<file path="config.mk">
export PLATFORM = sky130hd
export DESIGN_NAME = wsht_cell
export DESIGN_NICKNAME = d
export VERILOG_FILES = /design/src/rtl/wsht_pkg.sv /design/src/rtl/wsht_cell.sv
export SDC_FILE = /design/constraint.sdc
export NUM_CORES = 1
export LEC_CHECK = 0
export BUFFER_PORTS_ARGS = -buffer_cell sky130_fd_sc_hd__buf_4
export CORE_MARGIN = 3
export CORE_UTILIZATION = 45
export DETAILED_ROUTE_END_ITERATION = 10
export PLACE_DENSITY = 0.8
export SYNTH_ARGS = -nofsm -noshare
export SYNTH_HDL_FRONTEND = slang
export SYNTH_SLANG_ARGS = --single-unit
</file>
<file path="constraint.sdc">
create_clock -name clk -period 4.6 [get_ports clk]
set_input_delay 1.38 -clock clk [delete_from_list [all_inputs] [get_ports clk]]
set_output_delay 1.38 -clock clk [all_outputs]
set_load 0.01 [all_outputs]
</file>
<file path="src/rtl/wsht_pkg.sv">
`timescale 1ns / 1ps
`default_nettype none
package wsht_pkg;

  typedef enum logic [2:0] {
    OP_CREATE  = 3'd0,
    OP_DISPOSE = 3'd1,
    OP_SHOW    = 3'd2,
    OP_HIDE    = 3'd3,
    OP_SELECT  = 3'd4,
    OP_ORIGIN  = 3'd5,
    OP_FIND    = 3'd6
  } op_t;

  localparam logic [2:0] REGION_DESK    = 3'd0;
  localparam logic [2:0] REGION_MENU    = 3'd1;
  localparam logic [2:0] REGION_CONTENT = 3'd2;
  localparam logic [2:0] REGION_DRAG    = 3'd3;
  localparam logic [2:0] REGION_CLOSE   = 3'd4;

  localparam int BOX_INSET = 6;
  localparam int BOX_SIZE  = 12;

  typedef enum logic [1:0] {
    MODE_NONE,
    MODE_BUBBLE,
    MODE_APPEND,
    MODE_REMOVE
  } cell_mode_t;

  typedef enum logic [1:0] {
    ST_IDLE,
    ST_SWEEP,
    ST_FINISH
  } state_t;

  typedef struct packed {
    logic active;
    logic found;
  } carry_ctl_t;

endpackage
`default_nettype wire

</file>
<file path="src/rtl/wsht_cell.sv">
`timescale 1ns / 1ps
`default_nettype none
module wsht_cell
  import wsht_pkg::*;
#(
  parameter int SW = 4
) (
  input  wire logic          clk,
  input  wire logic          rst,
  input  wire cell_mode_t    mode,
  input  wire logic          tok_in,
  input  wire carry_ctl_t    ctl_in,
  input  wire logic [SW-1:0] cslot_in,
  input  wire logic [SW-1:0] tgt_slot,
  input  wire logic          up_valid,
  input  wire logic [SW-1:0] up_slot,
  output logic               tok,
  output carry_ctl_t         ctl,
  output logic [SW-1:0]      cslot,
  output logic               valid,
  output logic [SW-1:0]      slot,
  output logic               here
);

  logic          valid_next;
  logic [SW-1:0] slot_next;
  carry_ctl_t    ctl_next;
  logic [SW-1:0] cslot_next;
  logic          match;

  assign match = valid && (slot == tgt_slot);
  assign here  = tok_in && valid;

  always_comb begin
    valid_next = valid;
    slot_next  = slot;
    ctl_next   = ctl_in;
    cslot_next = cslot_in;
    case (mode)
      MODE_BUBBLE: begin
        // swap the carried slot in; stop at the old copy or the end
        if (ctl_in.active) begin
          valid_next = 1'b1;
          slot_next  = cslot_in;
          if (!valid || match) begin
            ctl_next.active = 1'b0;
          end else begin
            cslot_next = slot;
          end
        end
      end
      MODE_APPEND: begin
        if (ctl_in.active && !valid) begin
          valid_next      = 1'b1;
          slot_next       = cslot_in;
          ctl_next.active = 1'b0;
        end
      end
      MODE_REMOVE: begin
        // pull the upper neighbor down from the match onward
        if (ctl_in.found || match) begin
          valid_next     = up_valid;
          slot_next      = up_slot;
          ctl_next.found = 1'b1;
        end
      end
      default: begin
      end
    endcase
  end

  always_ff @(posedge clk) begin
    if (rst) begin
      tok   <= 1'b0;
      valid <= 1'b0;
      ctl   <= '0;
    end else begin
      tok <= tok_in;
      ctl <= ctl_next;
      if (tok_in) begin
        valid <= valid_next;
      end
    end
  end

  always_ff @(posedge clk) begin
    cslot <= cslot_next;
    if (tok_in) begin
      slot <= slot_next;
    end
  end

endmodule
`default_nettype wire

</file>
# == Word level (Yosys, flattened, before mapping) ==
# Cells that the tools add are included.
# totals
ff_bits,12
latch_bits,0
mem_bits_rw,0
romBits,0
word_cells,38
mem_count,0
# op_classes
addsub,0
n_mul,0
div,0
magnitude_cmp,0
eq_ne,7
shifts,0
muxes,17
n_bitwise,0
n_reduce_logical,8
# ops
operator,count
two-way mux 4 bit,6
case mux 4 bit (3 select lines),1
two-way mux 1 bit,8
"inequality test 2 bit, second input constant",3
AND reduction 5 bit,1
"== test 2 bit, second input constant",2
== test 4 bit,1
logical AND 1 bit,3
case mux 1 bit (3 select lines),1
nonzero test 3 bit,1
"== test 2 x 1 -> 1 bit, second input constant",1
logical OR 1 bit,2
case mux 1 bit (2 select lines),1
zero test 1 bit,1

# == Logic depth before layout (Yosys ltp) ==
# depth
word_depth,6
ltp_mapped,6

# == Least setup slack after synthesis ==
# Ideal clock, no wire load.
# synth_path
path_kind,input-to-output
startpoint,in tok_in
endpoint,out here
t_arrival_ns,1.545
required_ns,3.220
slack_ns,1.675
cell_stages,1
n_path_buf,0
path_cell_list,and2_1
# synth_via
elab_chain_len,1
# synth_lines
element,line,source
from (decl),wsht_cell.sv:11,"input wire logic tok_in,"
logical AND 1 bit,wsht_cell.sv:32,assign here = tok_in && valid;
to (decl),wsht_cell.sv:22,output logic here
# No other way between the ends.

# == Final worst setup path ==
# Ends and elaborated chain as after synthesis.

==> impl_metrics.json <==
{
  "synth_most_common_cell": "dfxtp_1",
  "finClkSkew_ps": 7.03,
  "dr.pass1.iters": 3,
  "cts_sinks": 12,
  "yosys_warnings": 0,
  "min_path_type": "register to register",
  "cts_setup_buffers": 0,
  "avgSynthCellArea_um2": 11.8,
  "synth-async-reset-ratio_pct": 0,
  "netlist.area_leader.share_pct": 25.2,
  "area_growth_pct": 45.7,
  "hold_viol_final": 0,
  "cts_tree": "built",
  "dieArea_um2": 1900,
  "route.detailed.drc": 0,
  "h-tree-depth": 1,
  "leakagePower_nw": 0.432,
  "clkTransAtPathRegs_ps": 80,
  "drive_above_1_share_pct": 51.7,
  "cp-start-kind": "input port",
  "diodes": 0,
  "clk_path_buf_depth": 2,
  "ys_seq_area_share_pct": 44.1,
  "slew_headroom_pct": 66.7,
  "synth-simple-area-share_pct": 13.0,
  "ir_worst_vdd_mv": 0.239,
  "timing.final.crit_share_pct": 68.5,
  "grt_max_degree": 9,
  "root_buffer": "clkbuf_4",
  "synth_top_area_cell": "dfxtp_1",
  "die_x_um": 43.6,
  "fmax_mhz": 317,
  "grt_use_total_pct": 17.4,
  "place_congestion": 0.766,
  "cp_max_fo": 3,
  "ys_ff_latch": 12,
  "row_count": 12,
  "antenna_found_initial": 0,
  "setup_tns_ps": 0,
  "core-area_um2": 1220,
  "outcome": "finished clean",
  "via_per_inst": 5.04,
  "synth.area.top_cells": "dfxtp_1 (25%), edfxtp_1 (19%), mux2_4 (9.4%)",
  "die_h_um": 43.6,
  "synthXorXnorAreaFrac_pct": 5.51,
  "worstSetupEndpointType": "output port",
  "synth-edff-count": 4,
  "synth_compound_area_share_pct": 10.0,
  "vias": 519,
  "grt-ovfl-total": 0,
  "synth_top_family_by_area": "multiplexers",
  "synth_top_flop_cell": "dfxtp_1",
  "ys_types": 23,
  "crit_required_ps": 3220,
  "finalCriticalPeriod_ps": 3150,
  "nets": 114,
  "cts_resized": 0,
  "drv_cap": 0,
  "placed_area_um2": 890,
  "synth.area.mux_share_pct": 16.5,
  "syn_inst": 54,
  "wl_mm": 1.49,
  "grt_pass1_wl_mm": 2.39,
  "tightestPinTransition_ps": 497,
  "netlist_area_um2": 636,
  "wl_per_cell_um": 14.5,
  "cts_buffers": 3,
  "ctsHoldBuffers": 0,
  "numPortBuffers": 32,
  "initial_core_util_pct": 52.3,
  "worst_slack_ps": 1450,
  "place_ws_ps": 1450,
  "crit_type": "input port to output port",
  "hpwlAfterDp_mm": 1.21,
  "maxSlewViolCount": 0,
  "synth_nets": 78,
  "setup_violations": 0,
  "ant_nets": 0,
  "grt_pass1_vias": 524,
  "first_iter_violations": 5,
  "final_cell_area_um2": 926,
  "synth_adder_area_share_pct": 7.87,
  "rsz0062_at_grt": "false",
  "powerDensity_nw_per_um2": 278,
  "clkLatencyLatePin_ps": 270,
  "cp.arrival_ps": 1770,
  "io_pins": 33
}
## flip-flops by register name, summed over array words and instances (netlist names)
name and count:
valid 1, cslot 4, slot 4, tok 1, ctl 2
## layout make-up
cell class	instances	area, µm²
clock buffer	4	36.3
fill	87	290
inverter	4	15.0
multi-input combinational	37	337
sequential	12	280
tap	14	17.5
timing repair buffer	32	240
## critical path, stage by stage
cell and delay [ps]:
buf_4 110, and2_1 140, buf_4 130
## power by group
group / internal [mW] / switching, mW
registers: 0.117 / 0.00458
logic: 0.0312 / 0.0232
clock network: 0.0481 / 0.0333
## path summary, 6_finish.rpt
check,start,endpoint,slack [ps],cells past startpoint
worst max-delay path,tok_in,here,1450,3
worst max register to register,slot[3],slot[3],2660,4
worst min-delay path,slot[0],cslot[0],570,1
worst min register to register,slot[0],cslot[0],570,1
## metal layers
metal	track usage, %	up-vias	wire [µm]
met1	19.5	242	581
met3	6.22	2	87
met2	31.4	18	812
met5	0	-	0
li1	-	257	-
met4	3.61	0	8
## through the flow
stage | power, mW | util [%] | hold WS, ps | instances
global placement | 0.176 | 73.1 | 544 | 99
global route | 0.269 | 76.1 | 607 | 103
detailed placement | 0.178 | 73.1 | 550 | 99
CTS | 0.260 | 76.1 | 578 | 103
finish | 0.257 | 76.1 | 575 | 103
floorplan | 0.149 | - | 549 | 54
## cells by family (layout without fill, tap and decap cells)
family | Yosys count | in the layout
flops | 12 | 12
simple gates | 12 | 12
compound gates | 9 | 9
mux | 8 | 8
buf+inv | 5 | 40
fa+ha+maj | 4 | 4
xor+xnor | 4 | 4
## cells in the final DEF (no fill, tap or decap)
cell type / count
dfxtp_1: 8
a21oi_1: 1
nor2_1: 2
nor2_4: 1
a31oi_1: 1
mux2_4: 4
clkbuf_8: 1
xor2_1: 4
o311a_1: 1
a21boi_0: 3
o21ai_0: 1
clkbuf_4: 3
nand2_1: 2
nand2b_1: 1
and2_1: 1
nand3_1: 2
edfxtp_1: 4
buf_4: 32
ha_1: 4
inv_1: 4
nor4_4: 1
mux2_2: 4
nor2b_1: 2
o21bai_1: 1
o21a_1: 1
Note: power is estimated with default switching activity, not from simulation.
